## src/hdl/uie_pkg.sv

```systemverilog
// Shared types, widths and constants of the unit interval estimator.
`default_nettype none
package uie_pkg;

    localparam int unsigned SpanW = 64;
    localparam int unsigned NumW  = 72;
    localparam int unsigned CntW  = 17;
    localparam int unsigned IvlW  = 23;
    localparam int unsigned NomW  = 24;
    localparam int unsigned DenW  = 40;
    localparam int unsigned EstW  = 47;
    localparam int unsigned LimW  = 63;
    localparam int unsigned UiW   = 21;

    localparam int unsigned DivSteps      = 21;
    localparam int unsigned StepsPerStage = 2;
    localparam int unsigned DivStages     = (DivSteps + StepsPerStage - 1) / StepsPerStage;

    localparam logic [SpanW-1:0] TIME_WRAP = 64'd65536000000000;
    localparam logic [CntW-1:0]  CNT_WRAP  = 17'd65536;
    localparam logic [IvlW-1:0]  IVL_LONG  = 23'd5406720;
    localparam logic [IvlW-1:0]  IVL_SHORT = 23'd6336;
    localparam logic [15:0]      EST_MUL   = 16'd64001;

    localparam logic [UiW-1:0] WIN25_HI = 21'h09EE42;
    localparam logic [UiW-1:0] WIN25_LO = 21'h09EDC0;
    localparam logic [UiW-1:0] WIN10_HI = 21'h18D3A4;
    localparam logic [UiW-1:0] WIN10_LO = 21'h18D25F;

    localparam logic [2:0] ST_OK       = 3'd0;
    localparam logic [2:0] ST_DISABLED = 3'd1;
    localparam logic [2:0] ST_TOO_SLOW = 3'd2;
    localparam logic [2:0] ST_TX_EST   = 3'd3;
    localparam logic [2:0] ST_RX_EST   = 3'd4;
    localparam logic [2:0] ST_TX_WIN   = 3'd5;
    localparam logic [2:0] ST_RX_WIN   = 3'd6;

    localparam logic [2:0] REG_ADJUST   = 3'd0;
    localparam logic [2:0] REG_FEC      = 3'd1;
    localparam logic [2:0] REG_LANE     = 3'd2;
    localparam logic [2:0] REG_NOM_10G  = 3'd3;
    localparam logic [2:0] REG_NOM_25G  = 3'd4;
    localparam logic [2:0] REG_SPEED25  = 3'd5;

    localparam logic [1:0] FEC_KR   = 2'd0;
    localparam logic [1:0] FEC_NONE = 2'd1;
    localparam logic [1:0] LANE_10G = 2'd0;
    localparam logic [1:0] LANE_25G = 2'd1;

    typedef struct packed {
        logic [NumW-1:0] rem;
        logic [DenW-1:0] den;
        logic [UiW-1:0]  quo;
    } t_div;

    typedef struct packed {
        logic       done;
        logic [2:0] code;
    } t_ctl;

endpackage
`default_nettype wire

```

## src/hdl/uie_span.sv

```systemverilog
// Wrapped time delta and marker counter delta for one direction.
`default_nettype none
module uie_span (
    input  wire logic [uie_pkg::SpanW-1:0] i_time_first,
    input  wire logic [uie_pkg::SpanW-1:0] i_time_later,
    input  wire logic [15:0]               i_count_first,
    input  wire logic [15:0]               i_count_later,
    output logic [uie_pkg::SpanW-1:0]      o_span,
    output logic [uie_pkg::CntW-1:0]       o_cnt
);
    logic [uie_pkg::CntW-1:0] w_cf;
    logic [uie_pkg::CntW-1:0] w_cl;

    assign w_cf = {1'b0, i_count_first};
    assign w_cl = {1'b0, i_count_later};

    always_comb begin
        if (i_time_later <= i_time_first) begin
            o_span = i_time_later + uie_pkg::TIME_WRAP - i_time_first;
        end else begin
            o_span = i_time_later - i_time_first;
        end
        if (w_cl <= w_cf) begin
            o_cnt = w_cl + uie_pkg::CNT_WRAP - w_cf;
        end else begin
            o_cnt = w_cl - w_cf;
        end
    end
endmodule
`default_nettype wire

```

## config.mk

```make
export PLATFORM = sky130hd
export DESIGN_NAME = uie_span
export DESIGN_NICKNAME = d
export VERILOG_FILES = /design/src/hdl/uie_pkg.sv /design/src/hdl/uie_span.sv
export SDC_FILE = /design/constraint.sdc
export NUM_CORES = 1
export LEC_CHECK = 0
export BUFFER_PORTS_ARGS = -buffer_cell sky130_fd_sc_hd__buf_4
export CAP_MARGIN = 5
export CORE_MARGIN = 3
export CORE_UTILIZATION = 42
export DETAILED_ROUTE_END_ITERATION = 6
export PLACE_DENSITY = 0.66
export SYNTH_ARGS = -nofsm -noshare
export SYNTH_HDL_FRONTEND = slang
export SYNTH_SLANG_ARGS = --single-unit
```

## constraint.sdc

```tcl
create_clock -name vclk -period 9.3
set_input_delay 0.465 -clock vclk [all_inputs]
set_output_delay 0.465 -clock vclk [all_outputs]
set_load 0.01 [all_outputs]
```

==> impl_metrics.csv <==
group,metric,value,unit
status,outcome,"completed",
routing,wl_per_cell,17.6,um
worst_hold_path,hp-start,"i_time_first[0]",
sta,relSlewSlack,32.6,%
routing,ant_nets,0,
sta,rsz0062_at_grt,"no",
cells_and_area,final.fill_count,2474,
sta,setup_violations,0,
global_routing,antenna_found_initial,0,
routing,drt_iter0_markers,740,
global_routing,grt_max_degree,95,
cells_and_area,seq_area,0,um2
cts,ctsHoldBuffers,0,
cells_and_area,antennaDiodeCount,0,
die,die_x,162,um
synthesis,synth_common_cells,"226 x inv_1, 154 x ha_1, 148 x a21oi_1",
cts,cts_resized,0,
flow_run,cap_violations,0,
place,post-place-ws,3.77,ns
synthesis,syn_area,0.0103,mm2
cells_and_area,final_cells,2024,
synthesis,synth_area_leaders,"ha_1 19%, fa_1 9.5%, inv_1 8.2%",
sta,hold_violations,0,
place,port_buffers,241,
routing,drc,0,
place,gp_congestion,0.945,
synthesis,syn_area_per_cell,6.85,um2
sta,setup_slack,3.74,ns
routing,viasPerCell,5.61,
die,die_area,0.0264,mm2
global_routing,grt_pass1_vias,11107,
synthesis,yosysWarnings,0,
synthesis,netlist_instances,1502,
routing,vias,11357,
synthesis,synth.net_count,1865,
cells_and_area,seq_cells,0,
sta,period_minus_slack,5.56,ns
power,irDropWorstVdd,0.0544,mV
power,pwr_density_cell,93.2,mW/mm2
synthesis,ys_types,80,
cts,post_cts_buffers,0,
synthesis,synth_top_area_share,18.7,%
synthesis,synth_most_common_cell,"inv_1",
power,power_leakage,6.08,nW
cells_and_area,nClkBuffers,0,
setup_path,cp_max_fo,94,
sta,fin_hold_ws,1.32,ns
die,initial_core_util,43.3,%
worst_hold_path,hold_path_depth,4,
cells_and_area,fin_nets,2070,
worst_hold_path,hold_class,"input pin to output pin",
place,dp_hpwl,31.3,mm
worst_hold_path,min_to,"o_span[0]",
die,ioPinCount,241,
setup_path,critPathLaunchType,"input pin",
global_routing,track_usage,25.9,%
global_routing,overflow,0,
synthesis,ys_seq_area_share,0,%
place,dp_cells,2024,
sta,finalCritPeriodShare,59.8,%
routing,routed_wl,35.7,mm
global_routing,grt_pass1_wl,56.6,mm
setup_path,path_class,"input pin to output pin",
sta,max_freq,0.180,GHz
setup_path,worstSetupEndpointType,"output pin",
cells_and_area,area_delta_synth_final,19.9,%
routing,firstDrtPassIters,5,
setup_path,crit_top_cell,"buf_4",
cells_and_area,drive_gt1_share,16.1,%
sta,worst_pin_slew,1.01,ns
sta,fin_tns_setup,0,ns
setup_path,arrival,5.10,ns
die,core,0.0238,mm2
cells_and_area,multi_input_area,0.00926,mm2
setup_path,required,8.84,ns
setup_path,critPathMaxStageDelay,0.88,ns
setup_path,crit_path_cell_trace,"buf_4 -> inv_1 -> ha_1 -> inv_1 -> fa_1 -> a21boi_0 -> o21ai_0 -> nand2_1 -> o31ai_2 -> a211oi_1 -> o21a_1 -> o22ai_2 -> o31ai_2 -> o22ai_4 -> buf_4 -> mux2_2 -> xnor2_1 -> buf_4",
setup_path,cpMaxStageDelayCell,"buf_4",
synthesis,yosysTopAreaCell,"ha_1",
sta,slew_violations,0,
die,rows,56,
die,die_h,162,um
==> how the worst max path moves through the flow <==
stage | end | slack [ns] | startpoint | cells past startpoint
after floorplan | o_span[49] | 5.22 | i_time_first[1] | 15
after global placement | o_span[38] | 3.84 | i_time_first[10] | 18
after detailed placement | o_span[38] | 3.77 | i_time_first[10] | 18
after CTS | o_span[38] | 3.74 | i_time_first[10] | 18
after global routing | o_span[38] | 3.45 | i_time_first[10] | 18
final | o_span[38] | 3.74 | i_time_first[10] | 18
==> worst max-delay path, delay by kind of cell <==
kind / cells / cell delay, ns
AO/OA/AOI/OAI: 8 / 2.01
XOR/XNOR: 1 / 0.12
adder cells (fa/ha/maj): 2 / 0.61
buffers and inverters: 5 / 1.29
multiplexers: 1 / 0.43
AND/OR/NAND/NOR: 1 / 0.12
==> per-layer routing <==
layer  wire length, um  up-vias  track usage [%]
met5                 0        -                0
met4               892        0             5.51
met3              2240       53             2.26
met2             17100      406             46.2
met1             15400     5304             34.0
li1                  -     5594                -
==> cell families (layout without fill, tap and decap cells) <==
family | count (synthesis) | after routing | share of synthesized area, %
adders and majority gates | 205 | 205 | 28.5
buffers and inverters | 266 | 469 | 10.0
AOI/OAI and AO/OA | 447 | 447 | 27.6
xor gates and xnor gates | 132 | 132 | 11.2
and+or+nand+nor | 435 | 435 | 21.0
muxes | 17 | 17 | 1.69
==> report_power, final <==
group	switching, W	internal [W]
clock network	0	0
registers	0	0
logic	0.000656	0.000494
total	0.000656	0.000494
==> final cells by class <==
type	instances	share of cell area, %
Multi-Input combinational cell	1236	75.1
Tap cell	319	3.24
Inverter	227	6.91
Timing Repair Buffer	242	14.7
==> metrics by stage <==
step | total power (W) | instance area (um2) | util [%]
final | 0.00115 | 12300 | 51.9
after global routing | 0.00126 | 12300 | 51.9
after CTS | 0.00114 | 12300 | 51.9
after detailed placement | 0.00114 | 12300 | 51.9
after global placement | 0.00113 | 12300 | 51.9
after floorplan | 0.000724 | 10300 | -
==> cells in the final DEF, fill, tap and decap left out, drive strengths merged, types with 4 or more instances in the layout <==
cell type	instances
buf	242
inv	226
ha	154
a21oi	149
nand2	114
nor2	113
o21ai	110
xnor2	82
xor2	50
fa	49
nor2b	29
a21o	29
a31oi	28
nand4	28
nand3	25
nor3	23
nand2b	22
o21bai	20
and3	17
nor4	15
o31ai	15
mux2i	14
o21a	13
a211oi	12
o211ai	11
and2	10
a21boi	8
or2	8
or3	7
nand3b	6
a221oi	6
and3b	5
o2111ai	5
a211o	5
o41ai	4
nor3b	4
Note: power is estimated with default switching activity, not from simulation.
