`src/hdl/uie_pkg.sv`:
```
// Shared types, widths and constants of the unit interval estimator.
`default_nettype none
package uie_pkg;

    localparam int unsigned SpanW = 64;
    localparam int unsigned NumW  = 72;
    localparam int unsigned CntW  = 17;
    localparam int unsigned IvlW  = 23;
    localparam int unsigned NomW  = 24;
    localparam int unsigned DenW  = 40;
    localparam int unsigned EstW  = 47;
    localparam int unsigned LimW  = 63;
    localparam int unsigned UiW   = 21;

    localparam int unsigned DivSteps      = 21;
    localparam int unsigned StepsPerStage = 2;
    localparam int unsigned DivStages     = (DivSteps + StepsPerStage - 1) / StepsPerStage;

    localparam logic [SpanW-1:0] TIME_WRAP = 64'd65536000000000;
    localparam logic [CntW-1:0]  CNT_WRAP  = 17'd65536;
    localparam logic [IvlW-1:0]  IVL_LONG  = 23'd5406720;
    localparam logic [IvlW-1:0]  IVL_SHORT = 23'd6336;
    localparam logic [15:0]      EST_MUL   = 16'd64001;

    localparam logic [UiW-1:0] WIN25_HI = 21'h09EE42;
    localparam logic [UiW-1:0] WIN25_LO = 21'h09EDC0;
    localparam logic [UiW-1:0] WIN10_HI = 21'h18D3A4;
    localparam logic [UiW-1:0] WIN10_LO = 21'h18D25F;

    localparam logic [2:0] ST_OK       = 3'd0;
    localparam logic [2:0] ST_DISABLED = 3'd1;
    localparam logic [2:0] ST_TOO_SLOW = 3'd2;
    localparam logic [2:0] ST_TX_EST   = 3'd3;
    localparam logic [2:0] ST_RX_EST   = 3'd4;
    localparam logic [2:0] ST_TX_WIN   = 3'd5;
    localparam logic [2:0] ST_RX_WIN   = 3'd6;

    localparam logic [2:0] REG_ADJUST   = 3'd0;
    localparam logic [2:0] REG_FEC      = 3'd1;
    localparam logic [2:0] REG_LANE     = 3'd2;
    localparam logic [2:0] REG_NOM_10G  = 3'd3;
    localparam logic [2:0] REG_NOM_25G  = 3'd4;
    localparam logic [2:0] REG_SPEED25  = 3'd5;

    localparam logic [1:0] FEC_KR   = 2'd0;
    localparam logic [1:0] FEC_NONE = 2'd1;
    localparam logic [1:0] LANE_10G = 2'd0;
    localparam logic [1:0] LANE_25G = 2'd1;

    typedef struct packed {
        logic [NumW-1:0] rem;
        logic [DenW-1:0] den;
        logic [UiW-1:0]  quo;
    } t_div;

    typedef struct packed {
        logic       done;
        logic [2:0] code;
    } t_ctl;

endpackage
`default_nettype wire

```
`src/hdl/uie_div_stage.sv`:
```
// Restoring division slice: NUM_STEPS quotient bits per pipeline stage.
`default_nettype none
module uie_div_stage #(
    parameter int unsigned FIRST_STEP = 20,
    parameter int unsigned NUM_STEPS  = 2
) (
    input  wire uie_pkg::t_div i_d,
    output uie_pkg::t_div      o_d
);
    always_comb begin
        logic [uie_pkg::NumW-1:0] r;
        logic [uie_pkg::NumW-1:0] sh;
        logic [uie_pkg::UiW-1:0]  q;
        r = i_d.rem;
        q = i_d.quo;
        sh = '0;
        for (int k = 0; k < NUM_STEPS; k++) begin
            sh = {{(uie_pkg::NumW-uie_pkg::DenW){1'b0}}, i_d.den} << (FIRST_STEP - k);
            if (r >= sh) begin
                r = r - sh;
                q[FIRST_STEP - k] = 1'b1;
            end
        end
        o_d.rem = r;
        o_d.den = i_d.den;
        o_d.quo = q;
    end
endmodule
`default_nettype wire

```
`config.mk`:
```
export PLATFORM = sky130hd
export DESIGN_NAME = uie_div_stage
export DESIGN_NICKNAME = d
export VERILOG_FILES = /design/src/hdl/uie_pkg.sv /design/src/hdl/uie_div_stage.sv
export SDC_FILE = /design/constraint.sdc
export NUM_CORES = 1
export LEC_CHECK = 0
export ABC_AREA = 1
export BUFFER_PORTS_ARGS = -buffer_cell sky130_fd_sc_hd__buf_2
export CORE_UTILIZATION = 25
export DETAILED_ROUTE_END_ITERATION = 10
export PLACE_DENSITY = 0.53
export SLEW_MARGIN = 25
export SYNTH_ARGS = -nofsm -noshare
export SYNTH_HDL_FRONTEND = slang
export SYNTH_SLANG_ARGS = --single-unit
```
`constraint.sdc`:
```
create_clock -name vclk -period 5.35
set_clock_uncertainty 0.1 [all_clocks]
set_input_delay 0.2675 -clock vclk [all_inputs]
set_output_delay 0.2675 -clock vclk [all_outputs]
set_load 0.05 [all_outputs]
```
==> results of run 1 <==
critical path, delay by kind of cell:
kind	cells	cell delay (ns)
AOI/OAI and AO/OA	7	1.43
and+or+nand+nor	12	1.19
buffers and inverters	8	0.95
adders and majority gates	3	0.81
xor gates and xnor gates	1	0.12
kinds of logic (layout without fill, tap and decap cells):
kind of cell,Yosys count,count (layout)
compound gates,260,260
xor+xnor,81,81
fa+ha+maj,82,82
buf+inv,379,749
simple gates,839,839
stage by stage:
step	instance area, um2	setup slack (ns)	std cells	TNS, ns	power (mW)
after floorplan	8400	-0.0651	1641	-0.260	2.01
after detailed placement	11100	-0.272	2433	-6.84	3.08
after CTS	11100	-0.0184	2435	-0.0298	3.14
after global placement	11100	-0.338	2433	-10.05	3.08
final	12200	0.192	2453	0	3.42
after global routing	12200	-0.0389	2453	-0.318	3.65
layout make-up:
type	count	area (um2)
Multi-Input combinational cell	1262	7380
Tap cell	442	553
Timing Repair Buffer	467	3230
Inverter	282	1080
Fill cell	3681	20600
power groups by stage:
stage / logic (mW) / registers (mW) / clock network (mW)
2_1_floorplan: 2.01 / 0 / 0
3_3_place_gp: 3.08 / 0 / 0
3_5_place_dp: 3.08 / 0 / 0
4_1_cts: 3.14 / 0 / 0
5_1_grt: 3.65 / 0 / 0
6_report: 3.42 / 0 / 0
routing by layer:
layer | GRT usage, % | vias to the layer above | share of wire, %
met5 | 0 | - | 0
met4 | 6.45 | 0 | 3.0
met3 | 1.18 | 56 | 5.1
met2 | 37.5 | 328 | 47
met1 | 30.6 | 5272 | 45
li1 | - | 5876 | -
worst max path at each step:
stage,endpoint,cells after the start
detailed placement,o_d[131],34
finish,o_d[129],31
global placement,o_d[80],32
CTS,o_d[100],25
floorplan,o_d[110],30
global route,o_d[126],30
timing repair:
| action | 4_1_cts | 5_1_grt |
|---|---|---|
| hold buffers | 0 | 0 |
| cloned | 0 | 5 |
| pin swaps | 1 | 25 |
| setup endpoints to repair | 54 | 54 |
| gates resized for setup | 26 | 209 |
| endpoints found under the hold margin | 0 | 0 |
| buffers inserted | 2 | 13 |
cell usage in the layout, fill, tap and decap left out, types with 43 or more instances in the layout:
master,instances
nand2_1,510
inv_1,266
buf_4,239
buf_2,187
nor2_1,142
a21oi_1,89
nand3_1,70
o21ai_0,52
xnor2_1,44
ha_1,43
==> summary.txt, run 1 <==
Global route
  • First-pass GRT wire length: 58.7 mm
  • GR Util All Layers: 22.3%
  • Largest net degree at the start of global routing: 41
  • Number of global-route vias before repair: 10748
  • Initial antenna violation count: 0
  • Global route overflow: 0

Power and ir drop
  • Combinational Power Share: 100.0%
  • Pwr Density: 279 nW/um2
  • Max rail drop VDD: 0.248 mV
  • Leak: 6.41 nW
  • Cell-internal power: 1.28 mW
  • Part of the power in the clock network: 0%
  • Sw Share: 62.5%
  • Sw power: 2.13 mW
  • Part of the power in registers: 0%

Timing
  • Final period util: 96.4%
  • Final min period: 5.16 ns
  • Worst Max-Slew Pin Slew: 0.719 ns
  • Rel. slew slack: 51.6%
  • Final slew viol count: 0
  • Fin. Hold Viols: 0
  • # setup viols final: 0
  • WHS: 0.435 ns
  • Fmax: 194 MHz

Critical path
  • WS Path Type: primary input to output port
  • Critical Path Most Common Cell: nand2_1
  • Crit end category: output port
  • Slowest CP cell: ha_1
  • Arr. time, crit path: 4.79 ns
  • CP Max Fanout: 4
  • CP Launch Type: primary input
  • Slowest stage delay, CP: 0.34 ns
  • Worst EP required: 4.98 ns
  • Crit path launch: i_d[81]

Layout
  • Layout cell share with drive strength beyond 1: 31.2%
  • Utilization after layout: 37.3%
  • Num sequential: 0
  • Reg area: 0 um2
  • Final-layout clock buffer total: 0
  • ANT cells: 0
  • Total Nets Final: 2228
  • Area added between synthesis and finish: 45.6%

Floorplan
  • Die Wd: 185 um
  • Die Footprint: 34300 um2
  • Die height: 185 um
  • Row cnt: 66
  • Starting Density: 25.6%
  • CORE AREA: 32800 um2
  • # IOs: 266

Drt
  • Number of remaining DRC errors: 0
  • Final WL: 40.9 mm
  • Vias: 11532
  • 1st-iter DRT viols: 881
  • DR pass1 iterations: 5
  • Antenna viol nets, final: 0
  • Post-DR vias/cell: 4.70
  • WL/cell: 16.7 um

Synth
  • Most common cell in the netlist: nand2_1
  • Simple-gate area share of the yosys netlist: 41.1%
  • Cell variety after synth: 42
  • Top-area cell type share of the netlist area: 23.5%
  • Synth area leaders: nand2_1, inv_1, ha_1
  • Post-synth top cells: nand2_1, inv_1, nor2_1
  • Syn Area/Cell: 5.12 um2
  • Largest family of logic cells by synthesized area: simple AND/OR/NAND/NOR gates
  • Multiplexer share of the synthesized area: 0%
  • Adder-Cell Fraction of Synth Area: 12.4%
  • Total number of yosys warnings: 0
  • Syn nets: 1856
  • Post-Synthesis Cells: 1641
  • Fraction of the yosys area taken by sequential cells: 0%
  • Mapped Area: 8400 um2
  • Synth Area in XOR/XNOR: 8.44%
  • Yosys top cell by area: nand2_1
  • Synth Area in Compound Gates: 17.1%

Hold path
  • Endpoint with the worst hold slack: o_d[0]
  • Hold Path Stages: 0
  • Hold Crit Start: i_d[0]
  • HP Class: primary input to output port

Placed design
  • Post-DP HPWL: 35.7 mm
  • Number of port buffers: 228
  • RD Place Congestion: 1.03

Run
  • MaxCap Viol Count: 0

Outcome
  • Outcome: completed
No activity file was read; power rests on OpenSTA's default activity.
==> inputs of run 2 (changes only) <==
- PLACE_DENSITY: 0.53 -> default
- PLACE_DENSITY_LB_ADDON: default -> 0.25
==> run 2 against run 1 <==
Worst hold slack unchanged. Utilization is 2.6 points higher. Sequential share of layout area is the same. Design area grew 7.0%. Cell count is 3.8% higher. Via count increased by 2.6%. First-iteration DRC count shrank 14%. Critical path depth grew 2. Fmax down 0.87%. Wire length is 3.0% higher. Die area did not move. Critical path type unchanged. Largest cell class unchanged.
==> summary.txt, run 2 (synthesized netlist as in run 1, its figures left out) <==
Timing
  • Worst Max-Slew Pin Slew: 0.436 ns (-0.283 ns)
  • # setup viols final: 0 (unchanged)
  • Final period util: 97.3% (+0.84 points)
  • Final min period: 5.20 ns (+0.0451 ns)
  • Fin. Hold Viols: 0 (unchanged)
  • WHS: 0.435 ns (unchanged)
  • Setup TNS: 0 ns (unchanged)
  • RSZ-0062 raised after global routing: true
  • Rel. slew slack: 70.6% (+19 points)
  • Final worst slack: 0.147 ns (-0.0451 ns)
  • Final slew viol count: 0 (unchanged)
  • Fmax: 192 MHz (-0.87%)

Layout
  • Layout cell share with drive strength beyond 1: 35.0% (+3.8 points)
  • Num sequential: 0 (unchanged)
  • Final-layout clock buffer total: 0 (unchanged)
  • # fillers: 3630 (-1.4%)
  • Commonest non-fill, non-tap cells in the layout: nand2_1, buf_4, inv_1
  • Total Nets Final: 2320 (+4.1%)
  • Post-route insts no fill: 2545 (+3.8%)
  • Area added between synthesis and finish: 55.8%
  • Reg area: 0 um2 (unchanged)
  • ANT cells: 0 (unchanged)
  • Commonest non-fill, non-tap cell in the layout: nand2_1

Outcome
  • Outcome: completed

Floorplan
  • Die Wd: 185 um (unchanged)
  • Row cnt: 66 (unchanged)
  • # IOs: 266 (unchanged)
  • CORE AREA: 32800 um2 (unchanged)
  • Die Footprint: 34300 um2 (unchanged)
  • Starting Density: 25.6% (unchanged)
  • Die height: 185 um (unchanged)

Hold path
  • Hold Path Stages: 0 (unchanged)
  • Endpoint with the worst hold slack: o_d[0]
  • HP Class: primary input to output port
  • Hold Crit Start: i_d[0]

Power and ir drop
  • Pwr Density: 273 nW/um2 (-2.3%)
  • Tot Pwr: 3.57 mW (+4.5%)
  • Max rail drop VDD: 0.276 mV (+11%)
  • Leak: 6.89 nW (+7.5%)

Placed design
  • DP Worst Slack: -0.289 ns (-0.0166 ns)
  • RD Place Congestion: 0.958 (-6.8%)
  • Placed cells: 2531 (+4.0%)
  • Number of port buffers: 228 (unchanged)
  • Post-DP HPWL: 37.2 mm (+4.1%)

Critical path
  • Crit end category: output port
  • Slowest stage delay, CP: 0.35 ns (about the same)
  • CP Launch Type: primary input
  • Slowest CP cell: ha_4
  • WS Path Type: primary input to output port
  • Arr. time, crit path: 4.84 ns (+0.05 ns)
  • CP Max Fanout: 11 (+7)
  • Worst EP required: 4.98 ns (about the same)

Drt
  • Final WL: 42.1 mm (+3.0%)
  • Post-DR vias/cell: 4.65 (-1.1%)
  • Vias: 11832 (+2.6%)
  • Number of remaining DRC errors: 0 (unchanged)
  • WL/cell: 16.6 um (-0.73%)
  • DR pass1 iterations: 7 (+2)
  • 1st-iter DRT viols: 758 (-14%)
  • Antenna viol nets, final: 0 (unchanged)

Global route
  • GR Util All Layers: 23.0% (+0.67 points)
  • Global route overflow: 0 (unchanged)
  • Largest net degree at the start of global routing: 40 (-2.4%)
  • First-pass GRT wire length: 59.9 mm (+2.2%)
  • Initial antenna violation count: 1 (+1)
  • Number of global-route vias before repair: 10948 (+1.9%)

Run
  • MaxCap Viol Count: 0 (unchanged)
## run 2: cell count changes in the layout (fill, tap and decap cells not counted), moves of 4 or more
cell,delta
inv_2,+5
o21ai_1,+9
o21ai_0,-9
nor2_4,+7
a21oi_1,-5
buf_4,+98
nand2_2,+4
ha_4,+6
clkbuf_4,-4
a21oi_2,+7
nor2_2,-6
inv_1,-4
## run 2: layout make-up
type	instances	area, um2	area share, %
tap	442	553	4.22
inverter	282	1070	8.19
timing repair buffer	559	3930	30.0
multi-input combinational	1262	7540	57.6
## run 2: worst max-delay path, delay by kind of cell
family,cells,cell delay [ns]
compound gates,3,0.35
simple gates,17,2.13
buf+inv,11,1.42
fa+ha+maj,2,0.64
## run 2: per-layer routing
| layer | up-vias | wire length, um | track usage (%) |
|---|---|---|---|
| met1 | 5418 | 19700 | 32.3 |
| met2 | 304 | 19400 | 38.4 |
| met3 | 54 | 1960 | 0.826 |
| met5 | - | 0 | 0 |
| li1 | 6056 | - | - |
| met4 | 0 | 1090 | 5.42 |
## run 2: worst max-delay path by stage
stage	end	cells past startpoint	slack (ns)	from
after detailed placement	o_d[113]	31	-0.29	i_d[29]
final	o_d[99]	33	0.15	i_d[45]
after global routing	o_d[91]	34	-0.07	i_d[45]
after floorplan	o_d[110]	30	-0.07	i_d[81]
after global placement	o_d[126]	32	-0.32	i_d[29]
after CTS	o_d[88]	33	0.00007	i_d[34]
## run 2: timing repair
item                       CTS  global route
hold buffers                 0             0
resized for setup           46           230
pin swaps                    3            36
setup endpoints to repair   54            54
gates cloned                 0             3
setup buffers                0            11
## run 2: power breakdown
part           total [mW]  switching, mW  leakage [nW]  internal [mW]
combinational        3.57           2.18          6.89           1.39
sequential              0              0             0              0
clock                   0              0             0              0
total                3.57           2.18          6.89           1.39
## run 2: through the flow
step | cell area [um2] | utilization (%)
6_report | 13100 | 39.9
5_1_grt | 13100 | 39.9
4_1_cts | 11900 | 36.4
3_5_place_dp | 11800 | 36.1
3_3_place_gp | 11800 | 36.1
2_1_floorplan | 8400 | -
